[config.mk]
export PLATFORM = sky130hd
export DESIGN_NAME = byte_stuffed_crc16_framer
export DESIGN_NICKNAME = d
export VERILOG_FILES = /design/src/hdl/bscf_pkg.sv /design/src/hdl/bscf_expand.sv /design/src/hdl/byte_stuffed_crc16_framer.sv
export SDC_FILE = /design/constraint.sdc
export NUM_CORES = 1
export LEC_CHECK = 0
export ABC_AREA = 1
export BUFFER_PORTS_ARGS = -buffer_cell sky130_fd_sc_hd__buf_2
export CAP_MARGIN = 10
export CELL_PAD_IN_SITES_DETAIL_PLACEMENT = 0
export CELL_PAD_IN_SITES_GLOBAL_PLACEMENT = 2
export CORE_MARGIN = 3
export CORE_UTILIZATION = 38
export CTS_CLUSTER_DIAMETER = 60
export CTS_CLUSTER_SIZE = 12
export DETAILED_ROUTE_END_ITERATION = 12
export HOLD_SLACK_MARGIN = 0.03
export PLACE_DENSITY_LB_ADDON = 0.25
export SLEW_MARGIN = 20
export SYNTH_ARGS = -nofsm -noshare
export SYNTH_HDL_FRONTEND = slang
export SYNTH_HIERARCHICAL = 1
export SYNTH_SLANG_ARGS = --single-unit
[constraint.sdc]
create_clock -name clk_i -period 3.5 [get_ports clk_i]
set_clock_uncertainty 0.2 [all_clocks]
set_input_delay 0.35 -clock clk_i [delete_from_list [all_inputs] [get_ports clk_i]]
set_output_delay 0.35 -clock clk_i [all_outputs]
set_load 0.02 [all_outputs]
[src/hdl/bscf_pkg.sv]
// ----------------------------------------------------------------------------
// bscf_pkg
// shared types, constants and functions of the byte-stuffing crc-16 framer
// ----------------------------------------------------------------------------
package bscf_pkg;

  localparam logic [7:0]  FlagByte = 8'h7E;
  localparam logic [7:0]  EscByte  = 8'h7D;
  localparam logic [7:0]  EscXor   = 8'h20;
  localparam logic [15:0] CrcPoly  = 16'h1021;
  localparam logic [15:0] CrcInit  = 16'hFFFF;

  // worst case: flag, stuffed data, stuffed crc high, stuffed crc low, flag
  localparam int unsigned MaxOut   = 8;
  localparam int unsigned CntW     = $clog2(MaxOut + 1);
  localparam int unsigned IdxW     = $clog2(MaxOut);

  typedef struct packed {
    logic [7:0] data_byte;
    logic       last_byte;
  } in_item_t;

  typedef struct packed {
    logic [7:0] out_byte;
    logic       run_last;
    logic       frame_end;
  } out_item_t;

  // expansion of one input item, first line byte at index cnt-1
  typedef struct packed {
    logic [MaxOut-1:0][7:0] bytes;
    logic [CntW-1:0]        cnt;
    logic                   close;
    logic [15:0]            crc;
  } expand_t;

  function automatic logic is_special(logic [7:0] b);
    return (b == FlagByte) || (b == EscByte);
  endfunction

  function automatic logic [15:0] crc_update(logic [15:0] c, logic [7:0] b);
    logic [15:0] r;
    r = c ^ {b, 8'h00};
    for (int i = 0; i < 8; i++) begin
      if (r[15]) begin
        r = {r[14:0], 1'b0} ^ CrcPoly;
      end else begin
        r = {r[14:0], 1'b0};
      end
    end
    return r;
  endfunction

  // appends one byte, escaped if needed, at the low end of the list
  function automatic logic [MaxOut*8-1:0] push_stuffed(logic [MaxOut*8-1:0] v,
                                                       logic [7:0] b);
    if (is_special(b)) begin
      return {v[MaxOut*8-17:0], EscByte, b ^ EscXor};
    end
    return {v[MaxOut*8-9:0], b};
  endfunction

endpackage

[src/hdl/bscf_expand.sv]
// ----------------------------------------------------------------------------
// bscf_expand
// turns one payload byte into its line bytes and the updated crc (0xFFFF after a last byte)
// ----------------------------------------------------------------------------
module bscf_expand (
  input  bscf_pkg::in_item_t item_i,
  input  logic               in_frame_i,
  input  logic [15:0]        crc_i,
  output bscf_pkg::expand_t  exp_o
);

  logic [bscf_pkg::MaxOut*8-1:0] vec;
  logic [15:0]                   crc_n;
  logic [bscf_pkg::CntW-1:0]     n;

  always_comb begin
    crc_n = bscf_pkg::crc_update(crc_i, item_i.data_byte);
    vec   = '0;
    n     = '0;
    if (!in_frame_i) begin
      vec = {vec[bscf_pkg::MaxOut*8-9:0], bscf_pkg::FlagByte};
      n   = n + bscf_pkg::CntW'(1);
    end
    vec = bscf_pkg::push_stuffed(vec, item_i.data_byte);
    n   = n + bscf_pkg::CntW'(1) + bscf_pkg::CntW'(bscf_pkg::is_special(item_i.data_byte));
    if (item_i.last_byte) begin
      vec = bscf_pkg::push_stuffed(vec, crc_n[15:8]);
      vec = bscf_pkg::push_stuffed(vec, crc_n[7:0]);
      vec = {vec[bscf_pkg::MaxOut*8-9:0], bscf_pkg::FlagByte};
      n   = n + bscf_pkg::CntW'(3)
              + bscf_pkg::CntW'(bscf_pkg::is_special(crc_n[15:8]))
              + bscf_pkg::CntW'(bscf_pkg::is_special(crc_n[7:0]));
    end
  end

  assign exp_o.bytes = vec;
  assign exp_o.cnt   = n;
  assign exp_o.close = item_i.last_byte;
  assign exp_o.crc   = item_i.last_byte ? bscf_pkg::CrcInit : crc_n;

endmodule

[src/hdl/byte_stuffed_crc16_framer.sv]
// ----------------------------------------------------------------------------
// byte_stuffed_crc16_framer
// hdlc-style framer: opening flag, escaped payload, escaped crc-16, closing flag
// ----------------------------------------------------------------------------
// path: an input item is held in the input register, expanded, and written to
//   the result buffer, from which its first line byte is offered
// throughput: one line byte per cycle while out_ready_i is high; an input item
//   occupies the output for as many line bytes as it causes (1 to 8, typically 1 or 2)
// the input register refills while the last byte of the previous item waits
// reset (async, active low): no frame open, crc 0xFFFF, both stages empty
// ----------------------------------------------------------------------------
module byte_stuffed_crc16_framer (
  input  logic                clk_i,
  input  logic                rst_ni,
  input  logic                in_valid_i,
  output logic                in_ready_o,
  input  bscf_pkg::in_item_t  in_item_i,
  output logic                out_valid_o,
  input  logic                out_ready_i,
  output bscf_pkg::out_item_t out_item_o
);

  // input register
  logic                in_vld_q, in_vld_d;
  bscf_pkg::in_item_t  in_q;

  // framing state
  logic                in_frame_q, in_frame_d;
  logic [15:0]         crc_q, crc_d;

  // result buffer, drained from index cnt-1 down to 0
  logic [bscf_pkg::MaxOut-1:0][7:0] buf_q;
  logic [bscf_pkg::CntW-1:0]        cnt_q, cnt_d;
  logic                             close_q;

  bscf_pkg::expand_t   exp;
  logic                in_xfer, out_xfer, load;
  logic [bscf_pkg::CntW-1:0] rd_idx;

  bscf_expand u_expand (
    .item_i     (in_q),
    .in_frame_i (in_frame_q),
    .crc_i      (crc_q),
    .exp_o      (exp)
  );

  // output side
  assign out_valid_o = (cnt_q != '0);
  assign out_xfer    = out_valid_o && out_ready_i;
  assign rd_idx      = cnt_q - bscf_pkg::CntW'(1);
  assign out_item_o.out_byte  = buf_q[rd_idx[bscf_pkg::IdxW-1:0]];
  assign out_item_o.run_last  = (cnt_q == bscf_pkg::CntW'(1));
  assign out_item_o.frame_end = (cnt_q == bscf_pkg::CntW'(1)) && close_q;

  // the buffer takes a new expansion when empty or when its final byte leaves
  assign load = in_vld_q && ((cnt_q == '0) || ((cnt_q == bscf_pkg::CntW'(1)) && out_ready_i));

  // input register frees up in the same cycle it hands over
  assign in_ready_o = !in_vld_q || load;
  assign in_xfer    = in_valid_i && in_ready_o;

  always_comb begin
    in_vld_d = in_vld_q;
    if (in_xfer) begin
      in_vld_d = 1'b1;
    end else if (load) begin
      in_vld_d = 1'b0;
    end
  end

  always_comb begin
    cnt_d      = cnt_q;
    in_frame_d = in_frame_q;
    crc_d      = crc_q;
    if (load) begin
      cnt_d      = exp.cnt;
      in_frame_d = !exp.close;
      crc_d      = exp.crc;
    end else if (out_xfer) begin
      cnt_d = cnt_q - bscf_pkg::CntW'(1);
    end
  end

  always_ff @(posedge clk_i or negedge rst_ni) begin
    if (!rst_ni) begin
      in_vld_q   <= 1'b0;
      cnt_q      <= '0;
      in_frame_q <= 1'b0;
      crc_q      <= bscf_pkg::CrcInit;
    end else begin
      in_vld_q   <= in_vld_d;
      cnt_q      <= cnt_d;
      in_frame_q <= in_frame_d;
      crc_q      <= crc_d;
    end
  end

  // payload registers
  always_ff @(posedge clk_i) begin
    if (in_xfer) begin
      in_q <= in_item_i;
    end
    if (load) begin
      buf_q   <= exp.bytes;
      close_q <= exp.close;
    end
  end

  // checks
  a_cnt_range : assert property (@(posedge clk_i) disable iff (!rst_ni)
    cnt_q <= bscf_pkg::CntW'(bscf_pkg::MaxOut))
    else $error("result count beyond buffer depth");

  a_crc_idle : assert property (@(posedge clk_i) disable iff (!rst_ni)
    !in_frame_q |-> crc_q == bscf_pkg::CrcInit)
    else $error("crc not at initial value outside a frame");

  a_end_last : assert property (@(posedge clk_i) disable iff (!rst_ni)
    out_valid_o && out_item_o.frame_end |-> out_item_o.run_last)
    else $error("closing flag not on the final byte of its item");

  a_open_flag : assert property (@(posedge clk_i) disable iff (!rst_ni)
    load && !in_frame_q |=> out_valid_o && out_item_o.out_byte == bscf_pkg::FlagByte)
    else $error("frame opened without flag");

  a_no_lost : assert property (@(posedge clk_i) disable iff (!rst_ni)
    load |-> (cnt_q == '0) || out_xfer)
    else $error("buffer overwritten with bytes pending");

endmodule
==> metrics.log, run 1 <==
INFO  metric outcome = finished, final reports clean
INFO  metric antenna_found_initial = 0
INFO  metric clockPowerShare = 14.9%
INFO  metric num_io_pins = 25
INFO  metric synth.cell_area = 5490 um2
INFO  metric vdd_ir_drop_max = 354 uV
INFO  metric achievable-frequency = 312 MHz
INFO  metric grt_pass1_vias = 4183
INFO  metric portBuffers = 24
INFO  metric grt_util_all_layers = 18.3%
INFO  metric post_cts.repair.setup_buffers = 0
INFO  metric main_combinational_cell_family_by_area_after_synthesis = simple AND/OR/NAND/NOR gates
INFO  metric initial_core_util = 39.2%
INFO  metric insertedDiodeCount = 0
INFO  metric internal-power = between 3 and 4 mW
INFO  metric multi_input_area = about 2200 um2
INFO  metric drive_above_1_share = 14.5%
INFO  metric dpl-instance-area = 5730 um2
INFO  metric crit_path_start_kind = register
INFO  metric p_total = 6.52 mW
INFO  metric preCtsSetupSlack = between 0.2 and 0.3 ns
INFO  metric core = between 10000 and 15000 um2
INFO  metric launch_instance_of_the_worst_register_to_register_path = in_q[1]$_DFFE_PP_
INFO  metric netlist.area_leader.share = 40.5%
INFO  metric final_hold_viols = 0
INFO  metric grt_start_max_net_pins = 44
INFO  metric cap_violations = 0
INFO  metric post_synth.cell_area_avg = 8.39 um2
INFO  metric synth.ff_latch_count = 96
INFO  metric detailroute.via_count = 4270
INFO  metric die_width = roughly 130 um
INFO  metric cp_data_required_time = 3.54 ns
INFO  metric finalHoldWorstSlack = a little under 0.2 ns
INFO  metric synth.mux.area_fraction = 0%
INFO  metric post_synthesis_adder_cell_area_fraction = 2.19%
INFO  metric via_count_normalized_by_instance_count = 4.94
INFO  metric post_drt_wl_per_cell = between 15 and 20 um
INFO  metric slew_headroom = 55.4%
INFO  metric clk_pin_slew = 0.07 ns
INFO  metric timing.critical_path.arrival = 3.25 ns
INFO  metric detailed_place_hpwl = 10.1 mm
INFO  metric final_common_cell = sky130_fd_sc_hd__nand2_1
INFO  metric cts_num_sinks = 96
INFO  metric critical_path.startpoint = in_q[1]$_DFFE_PP_
INFO  metric worst_slew_pin_slew = about 0.67 ns
INFO  metric post-route-period-util = roughly 92%
INFO  metric final.setup.worst_slack = between 0.2 and 0.3 ns
INFO  metric min-delay-start = out_ready_i
INFO  metric drt.antenna.violating_nets = 0
INFO  metric worst-setup-path-type = reg2reg
INFO  metric synthesis.instances = 654
INFO  metric worstPathMaxFanout = 6
INFO  metric die_h = 126 um
INFO  metric synth_cell_type_count = 44
INFO  metric final.min_clock_period = 3.21 ns
INFO  metric gpl.final_weighted_congestion = 0.872
INFO  metric fillCellCount = 1400
INFO  metric setup_viol = 0
INFO  metric cts_max_level = 3
INFO  metric synth_simple_gate_area_share = a little over a quarter
INFO  metric floorplan.die_area = 15900 um2
INFO  metric rsz_0062_raised_after_global_routing = no
INFO  metric hold_path_class = in2reg
INFO  metric seqPwrFrac = 30.8%
INFO  metric power-per-cell-area = 1060 nW/um2
INFO  metric rows = 43
INFO  metric grt_first_pass_wirelength = roughly 23 mm
INFO  metric drc = 0
INFO  metric regArea = 2790 um2
INFO  metric nNetsFinal = 702
INFO  metric globalRoute.totalOverflow = 0
INFO  metric clockRootBuffer = sky130_fd_sc_hd__clkbuf_16
INFO  metric finalSetupTns = 0 ns
INFO  metric synth_area_leaders = sky130_fd_sc_hd__edfxtp_1 40%, sky130_fd_sc_hd__nand2_1 17%, sky130_fd_sc_hd__dfstp_2 7.7%
INFO  metric instances_no_fill = 865
INFO  metric wl = roughly 14 mm
INFO  metric clock_latency = approximately 0.35 ns
INFO  metric maximum_count_of_clock_buffers_along_a_single_path = 2
INFO  metric netlist.top_cell.by_area = sky130_fd_sc_hd__edfxtp_1
INFO  metric drt_pre_antenna_iters = 4
INFO  metric area_growth_from_synthesis_to_layout = 11.6%
INFO  metric cts_inserted_buffers = 9
INFO  metric layout.core_utilization = 43.8%
INFO  metric synthXorXnorAreaFrac = 1.87%
INFO  metric timing_max_transition_violations_final = 0
INFO  metric ys_warn_count = 6
INFO  metric comb_power_share = 54.3%
INFO  metric leading_cell_types_in_the_layout_fill_and_taps_excluded = 242 x sky130_fd_sc_hd__nand2_1, 74 x sky130_fd_sc_hd__edfxtp_1, 57 x sky130_fd_sc_hd__inv_1
INFO  metric fin_area = between 6000 and 7000 um2
INFO  metric tritoncts = yes
INFO  metric place.detailed.instances = 838
INFO  metric initialDrtViolationCount = 310
INFO  metric switching_share = a little under half
INFO  metric endpoint_kind = register
INFO  metric yosysSeqAreaShare = about 51%
INFO  metric static-leakage-power = 2.75 nW
INFO  metric netsw = 3.12 mW
INFO  metric synth-compound-area-share = under 10%
## timing repair
item                                   in CTS  in global routing
endpoints found under the hold margin      16                  0
hold buffers                               11                  0
resized for setup                           0                  0
## worst max-delay path: stages (launching register included)
cell and delay [ns]:
sky130_fd_sc_hd__edfxtp_1 0.48, sky130_fd_sc_hd__xnor2_1 0.31, sky130_fd_sc_hd__nand2_1 0.10, sky130_fd_sc_hd__nand2_2 0.14
sky130_fd_sc_hd__xor2_2 0.21, sky130_fd_sc_hd__inv_2 0.09, sky130_fd_sc_hd__nor2_4 0.10, sky130_fd_sc_hd__nand2_4 0.10
sky130_fd_sc_hd__fa_1 0.49, sky130_fd_sc_hd__inv_1 0.04, sky130_fd_sc_hd__ha_1 0.19, sky130_fd_sc_hd__ha_1 0.27
sky130_fd_sc_hd__nand2_1 0.06, sky130_fd_sc_hd__o21ai_0 0.07, sky130_fd_sc_hd__inv_1 0.05, sky130_fd_sc_hd__nand3_1 0.07
sky130_fd_sc_hd__nand3_1 0.09, sky130_fd_sc_hd__nand2_1 0.05
## sequential cells by signal, indices dropped and copies added, names as in the netlist
signal / flops
buf_q: 64
close_q: 1
cnt_q: 4
crc_q: 16
in_frame_q: 1
in_q: 9
in_vld_q: 1
## cell families (layout without fill, tap and decap cells)
kind of cell	Yosys count	in the layout
AO/OA/AOI/OAI	92	92
adder cells (fa/ha/maj)	9	9
other	1	3
XOR/XNOR	10	10
buffers and inverters	98	127
AND/OR/NAND/NOR	348	348
flip-flops	96	96
## worst paths after layout
check                                   endpoint  slack (ns)  cells past startpoint
setup / recovery            cnt_q[1]$_DFFE_PN0P_        0.29                     17
min in group asynchronous   cnt_q[2]$_DFFE_PN0P_        0.32                      2
max in group asynchronous   crc_q[6]$_DFFE_PN1P_        2.39                      2
hold reg to reg            crc_q[10]$_DFFE_PN1P_        0.28                      2
setup reg to reg            cnt_q[1]$_DFFE_PN0P_        0.29                     17
hold / removal              in_vld_q$_DFFE_PN0P_        0.20                      4
## power by group through the flow
| stage | Clock, mW | Combinational [mW] | Sequential [mW] |
|---|---|---|---|
| after floorplan | 0 | 2.53 | 1.97 |
| after CTS | 0.999 | 3.59 | 2.01 |
| after global placement | 0 | 3.53 | 2.03 |
| after global routing | 1.04 | 3.99 | 2.06 |
| final | 0.972 | 3.54 | 2.01 |
| after detailed placement | 0 | 3.57 | 2.03 |
## Yosys cell counts (all sizes together)
master	instances
xnor2	4
nand2	249
ha	8
xor2	6
nand3b	1
a211o	1
nand4	10
nand3	25
a21oi	7
dfrtp	6
edfxtp	74
fa	1
or2	1
conb	1
clkbuf	9
nor3	4
o21ai	64
nor2	56
o22ai	18
inv	62
and2	1
o211ai	2
and3	1
buf	27
dfstp	16
## area by class of cell
cell class | count | share of cell area, %
inverter | 62 | 3.84
multi-input combinational | 462 | 36.5
sequential | 96 | 45.6
tap | 180 | 3.68
timing repair buffer | 49 | 5.68
clock buffer | 10 | 3.74
clock inverter | 6 | 0.960
## metal layers
layer | wire length [um] | vias up | track usage (%)
met3 | 416 | 19 | 2.63
met1 | 7020 | 1998 | 26.9
met2 | 6220 | 75 | 27.8
met5 | 0 | - | 0
met4 | 290 | 0 | 6.56
li1 | - | 2178 | -
Note: power is estimated with default switching activity, not from simulation.
==> run 2, diff against run 1 <==
CTS_BUF_LIST = sky130_fd_sc_hd__clkbuf_16   (was default)
==> run 2 against run 1 <==
First-iteration DRC count unchanged. Total power about the same. Fmax about the same. Critical endpoint unchanged. Largest cell class unchanged.
==> metrics.log, run 2 (synthesis results as in run 1) <==
INFO  metric cap_violations = 0
INFO  metric outcome = finished, final reports clean
INFO  metric comb_power_share = 54.3%
INFO  metric insertedDiodeCount = 0
INFO  metric nNetsFinal = 702
INFO  metric post_drt_wl_per_cell = 16.1 um
INFO  metric grt_first_pass_wirelength = approximately 23 mm
INFO  metric cts_inserted_buffers = 9
INFO  metric slew_headroom = 55.4%
INFO  metric detailroute.via_count = 4270
INFO  metric achievable-frequency = about 310 MHz
INFO  metric floorplan.die_area = 15900 um2
INFO  metric cpPeakStageDelay = ~0.49 ns
INFO  metric setup_viol = 0
INFO  metric worstPathMaxFanout = 6
INFO  metric power-per-cell-area = 1060 nW/um2
INFO  metric static-leakage-power = 2.75 nW
INFO  metric clock_latency = 0.35 ns
INFO  metric die_width = 126 um
INFO  metric clk_pin_slew = around 0.07 ns
INFO  metric cpMostUsedCell = sky130_fd_sc_hd__nand2_1
INFO  metric worst_slew_pin_slew = ~0.67 ns
INFO  metric hold_path_class = in2reg
INFO  metric core = between 10000 and 15000 um2
INFO  metric detailed_place_hpwl = 10.1 mm
INFO  metric grt_pass1_vias = 4183
INFO  metric finalSetupTns = 0 ns
INFO  metric antenna_found_initial = 0
INFO  metric wl = 14.0 mm
INFO  metric drive_above_1_share = 14.5%
INFO  metric internal-power = approximately 3.4 mW
INFO  metric portBuffers = 24
INFO  metric num_io_pins = 25
INFO  metric slowest_stage = sky130_fd_sc_hd__fa_1
INFO  metric final.min_clock_period = 3.21 ns
INFO  metric drt_pre_antenna_iters = 4
INFO  metric clockPowerShare = 14.9%
INFO  metric clockRootBuffer = sky130_fd_sc_hd__clkbuf_16
INFO  metric vdd_ir_drop_max = 354 uV
INFO  metric maximum_count_of_clock_buffers_along_a_single_path = 2
INFO  metric cts_max_level = 3
INFO  metric cts_num_sinks = 96
INFO  metric die_h = 126 um
INFO  metric leading_cell_types_in_the_layout_fill_and_taps_excluded = 242 x sky130_fd_sc_hd__nand2_1, 74 x sky130_fd_sc_hd__edfxtp_1, 58 x sky130_fd_sc_hd__inv_1
INFO  metric via_count_normalized_by_instance_count = a little under 5
INFO  metric worst-setup-path-type = reg2reg
INFO  metric drt.antenna.violating_nets = 0
INFO  metric place.detailed.instances = 838
INFO  metric crit_path_start_kind = register
INFO  metric tritoncts = yes
INFO  metric drc = 0
INFO  metric final_hold_viols = 0
INFO  metric grt_start_max_net_pins = 44
INFO  metric post-route-period-util = 91.7%
INFO  metric worstPathCellList = xnor2_1 -> nand2_1 -> nand2_2 -> xor2_2 -> inv_2 -> nor2_4 -> nand2_4 -> fa_1 -> inv_1 -> ha_1 -> ha_1 -> nand2_1 -> o21ai_0 -> inv_1 -> nand3_1 -> nand3_1 -> nand2_1
INFO  metric critPathBufInv = 3
INFO  metric cp_data_required_time = between 3 and 4 ns
INFO  metric netsw = 3.12 mW
INFO  metric endpoint_kind = register
INFO  metric initialDrtViolationCount = 310
INFO  metric regToRegSetupSlack = 0.29 ns
INFO  metric largest_registers = buf_q x64, crc_q x16, in_q x9
INFO  metric timing_max_transition_violations_final = 0
INFO  metric largest_reg_flops = 64
INFO  metric globalRoute.totalOverflow = 0
INFO  metric initial_core_util = 39.2%
INFO  metric timing.critical_path.arrival = around 3.3 ns
INFO  metric registers.top_by_ff_count = buf_q
INFO  metric critPathTopFamily = adder cells
INFO  metric gpl.final_weighted_congestion = 0.872
INFO  metric rows = 43
INFO  metric switching_share = between 40% and 50%
INFO  metric grt_util_all_layers = 18.3%
INFO  metric final_common_cell = sky130_fd_sc_hd__nand2_1
INFO  metric area_growth_from_synthesis_to_layout = 11.6%
INFO  metric rsz_0062_raised_after_global_routing = no
INFO  metric seqPwrFrac = approximately 30%
INFO  metric instances_no_fill = 865
-- run 2: cell types whose count changed in the layout (fill, tap and decap cells not counted), sizes merged --
cell / before / now
inv: 63 / 64
clkbuf: 10 / 9
-- run 2: cell type report --
class	instances	area (um2)
repair buffers	49	348
inverters	62	235
fillers	1400	7860
flip-flops and latches	96	2790
clock inverters	7	62.6
clock buffers	9	225
well taps	180	225
multi-input cells	462	2240
-- run 2: worst register-to-register path: cells and delay by family (launching register included) --
family,cells,cell delay (ns)
adder cells (fa/ha/maj),3,0.95
XOR/XNOR,2,0.52
buffers and inverters,3,0.18
flip-flops,1,0.48
AND/OR/NAND/NOR,8,0.71
AO/OA/AOI/OAI,1,0.07
-- run 2: worst paths after layout --
kind	start	endpoint	depth (start not counted)
min in group asynchronous	rst_ni	cnt_q[2]$_DFFE_PN0P_	2
max reg2reg	in_q[1]$_DFFE_PP_	cnt_q[1]$_DFFE_PN0P_	17
max	in_q[1]$_DFFE_PP_	cnt_q[1]$_DFFE_PN0P_	17
min	out_ready_i	in_vld_q$_DFFE_PN0P_	4
max in group asynchronous	rst_ni	crc_q[6]$_DFFE_PN1P_	2
min reg2reg	crc_q[10]$_DFFE_PN1P_	crc_q[10]$_DFFE_PN1P_	2
-- run 2: through the flow --
stage               utilization, %  hold WS (ns)  area (um2)  setup slack [ns]  power, mW
floorplan                        -        -0.146        5500             0.408       4.50
global placement              40.9         0.188        5730             0.344       5.56
finish                        43.8         0.198        6130             0.290       6.52
global route                  43.8         0.269        6130            0.0495       7.09
CTS                           43.8         0.191        6130             0.293       6.60
detailed placement            40.9         0.178        5730             0.298       5.61
-- run 2: timing repair --
action                                 CTS  global route
endpoints found under the hold margin   16             0
resized for setup                        0             0
hold buffers                            11             0
buffers inserted                         0             0
-- run 2: power by group through the flow --
stage	registers (mW)	clock network, mW	logic [mW]
2_1_floorplan	1.97	0	2.53
3_3_place_gp	2.03	0	3.53
3_5_place_dp	2.03	0	3.57
4_1_cts	2.01	0.995	3.59
5_1_grt	2.06	1.04	3.99
6_report	2.01	0.969	3.54
-- run 2: metal layers --
layer	track usage, %	wire length [um]	part of all wire, %
met1	26.9	7020	50
met4	6.56	290	2.1
met3	2.63	416	3.0
met2	27.8	6220	45
met5	0	0	0
==> run 3, diff against run 2 <==
REMOVE_ABC_BUFFERS = 1   (was default)
==> run 3 against run 2 <==
Fmax grew 0.10%. Critical path type unchanged. Largest cell class unchanged. Utilization up 0.49 points. Wire length is 2.0% higher.
==> metrics.log, run 3 (synthesis results as in run 1) <==
INFO  metric worst_slew_pin_slew = 0.702 ns
INFO  metric grt_start_max_net_pins = 47
INFO  metric globalRoute.totalOverflow = 0
INFO  metric via_count_normalized_by_instance_count = 4.97
INFO  metric worst_hold_path.num_cells = 4
INFO  metric drc = 0
INFO  metric grt_pass1_vias = between 4000 and 5000
INFO  metric vdd_ir_drop_max = between 300 and 400 uV
INFO  metric floorplan.die_area = 15900 um2
INFO  metric number_of_cells_on_the_worst_reg_to_reg_path = 17
INFO  metric clk_pin_slew = 0.07 ns
INFO  metric cp.depth = 17
INFO  metric hold_path_class = in2reg
INFO  metric cap_violations = 0
INFO  metric initial_core_util = 39.2%
INFO  metric p_total = between 6 and 7 mW
INFO  metric critPathTopFamily = adder cells
INFO  metric insertedDiodeCount = 0
INFO  metric power-per-cell-area = between 1000 and 1500 nW/um2
INFO  metric rsz_0062_raised_after_global_routing = no
INFO  metric gpl.final_weighted_congestion = 0.836
INFO  metric wl = 14.2 mm
INFO  metric largest_reg_flops = 64
INFO  metric launch_instance_of_the_worst_register_to_register_path = crc_q[12]$_DFFE_PN1P_
INFO  metric final_hold_viols = 0
INFO  metric grt_util_all_layers = 18.5%
INFO  metric post_drt_wl_per_cell = 16.4 um
INFO  metric tritoncts = yes
INFO  metric critPathBufInv = 3
INFO  metric core = 14000 um2
INFO  metric antenna_found_initial = 0
INFO  metric drt_pre_antenna_iters = 5
INFO  metric clock_latency = 0.35 ns
INFO  metric clockRootBuffer = sky130_fd_sc_hd__clkbuf_16
INFO  metric cp_data_required_time = 3.55 ns
INFO  metric slew_headroom = 53.0%
INFO  metric cts_num_sinks = 96
INFO  metric achievable-frequency = 312 MHz
INFO  metric cts_max_level = 3
INFO  metric cts_inserted_buffers = 9
INFO  metric rr_endpoint = cnt_q[1]$_DFFE_PN0P_
INFO  metric regToRegSetupSlack = 0.29 ns
INFO  metric post-route-period-util = approximately 90%
INFO  metric cpMostUsedCell = sky130_fd_sc_hd__nand2_1
INFO  metric rows = 43
INFO  metric num_io_pins = 25
INFO  metric drive_above_1_share = 15.7%
INFO  metric final.min_clock_period = 3.21 ns
INFO  metric critical_path.startpoint = crc_q[12]$_DFFE_PN1P_
INFO  metric detailed_place_hpwl = 10.1 mm
INFO  metric largest_registers = buf_q x64, crc_q x16, in_q x9
INFO  metric timing.critical_path.to = cnt_q[1]$_DFFE_PN0P_
INFO  metric registers.top_by_ff_count = buf_q
INFO  metric slowest_stage = sky130_fd_sc_hd__dfstp_2
INFO  metric finalSetupTns = 0 ns
INFO  metric static-leakage-power = 2.79 nW
INFO  metric crit_path_start_kind = register
INFO  metric fillCellCount = between 1000 and 1500
INFO  metric timing_max_transition_violations_final = 0
INFO  metric setup_viol = 0
INFO  metric die_h = around 130 um
INFO  metric cpPeakStageDelay = 0.56 ns
INFO  metric nNetsFinal = 705
INFO  metric timing.critical_path.arrival = 3.25 ns
INFO  metric area_growth_from_synthesis_to_layout = 12.8%
INFO  metric maximum_count_of_clock_buffers_along_a_single_path = 2
INFO  metric grt_first_pass_wirelength = 22.7 mm
INFO  metric worst-setup-path-type = reg2reg
INFO  metric drt.antenna.violating_nets = 0
INFO  metric die_width = 126 um
INFO  metric detailroute.via_count = about 4300
INFO  metric worstPathMaxFanout = 6
INFO  metric initialDrtViolationCount = 393
INFO  metric final_common_cell = sky130_fd_sc_hd__nand2_1
INFO  metric endpoint_kind = register
INFO  metric worstPathCellList = xor2_1 -> nand2_1 -> nand2_2 -> xor2_2 -> inv_2 -> nor2_4 -> nand2_4 -> fa_1 -> inv_1 -> ha_1 -> ha_1 -> nand2_1 -> o21ai_0 -> inv_1 -> nand3_1 -> nand3_1 -> nand2_1
INFO  metric portBuffers = 24
INFO  metric leading_cell_types_in_the_layout_fill_and_taps_excluded = 242 x sky130_fd_sc_hd__nand2_1, 74 x sky130_fd_sc_hd__edfxtp_1, 57 x sky130_fd_sc_hd__inv_1
INFO  metric outcome = finished, final reports clean
## run 3: metrics by stage
step	instances	instance area [um2]	worst slack (ns)	utilization, %	hold WS, ns
3_3_place_gp	839	5740	0.332	41.0	0.180
6_report	868	6190	0.294	44.3	0.206
3_5_place_dp	839	5740	0.245	41.0	0.179
5_1_grt	868	6190	0.0163	44.3	0.257
2_1_floorplan	620	5270	0.318	-	-0.146
4_1_cts	866	6160	0.243	44.1	0.205
## run 3: worst min-delay path by stage
| stage | startpoint | to | slack (ns) |
|---|---|---|---|
| after floorplan | rst_ni | cnt_q[0]$_DFFE_PN0P_ | -0.15 |
| after global placement | rst_ni | in_vld_q$_DFFE_PN0P_ | 0.18 |
| after detailed placement | rst_ni | in_vld_q$_DFFE_PN0P_ | 0.18 |
| after CTS | out_ready_i | in_vld_q$_DFFE_PN0P_ | 0.21 |
| after global routing | out_ready_i | in_vld_q$_DFFE_PN0P_ | 0.26 |
| final | out_ready_i | in_vld_q$_DFFE_PN0P_ | 0.21 |
## run 3: metal layers
| layer | part of all wire, % | vias to the layer above | GRT usage [%] |
|---|---|---|---|
| li1 | - | 2182 | - |
| met1 | 49 | 2011 | 26.2 |
| met3 | 3.7 | 23 | 2.84 |
| met2 | 45 | 96 | 28.2 |
| met4 | 2.6 | 0 | 7.89 |
| met5 | 0 | - | 0 |
## run 3: worst min-delay path: cells and delay by family
kind	cells	cell delay, ns
buffers and inverters	1	0.10
AND/OR/NAND/NOR	3	0.27
## run 3: cell type report
class	count	area [um2]	area share [%]
Sequential cell	96	2790	45.1
Multi-Input combinational cell	462	2250	36.4
Timing Repair Buffer	52	370	5.98
Inverter	62	235	3.80
Clock buffer	9	225	3.64
Tap cell	180	225	3.64
Clock inverter	7	93.8	1.51
## run 3: report_power, final
part | switching [mW] | total [mW] | leakage, nW | internal [mW]
registers | 0.216 | 2.01 | 0.924 | 1.80
logic | 2.50 | 3.57 | 1.71 | 1.07
clock network | 0.440 | 1.07 | 0.158 | 0.627
total | 3.16 | 6.65 | 2.79 | 3.49
## run 3: repair_timing
action,in CTS,in global routing
resized for setup,0,4
setup endpoints to repair,0,1
setup buffers,0,2
hold buffers,11,0
hold endpoints to repair,16,0
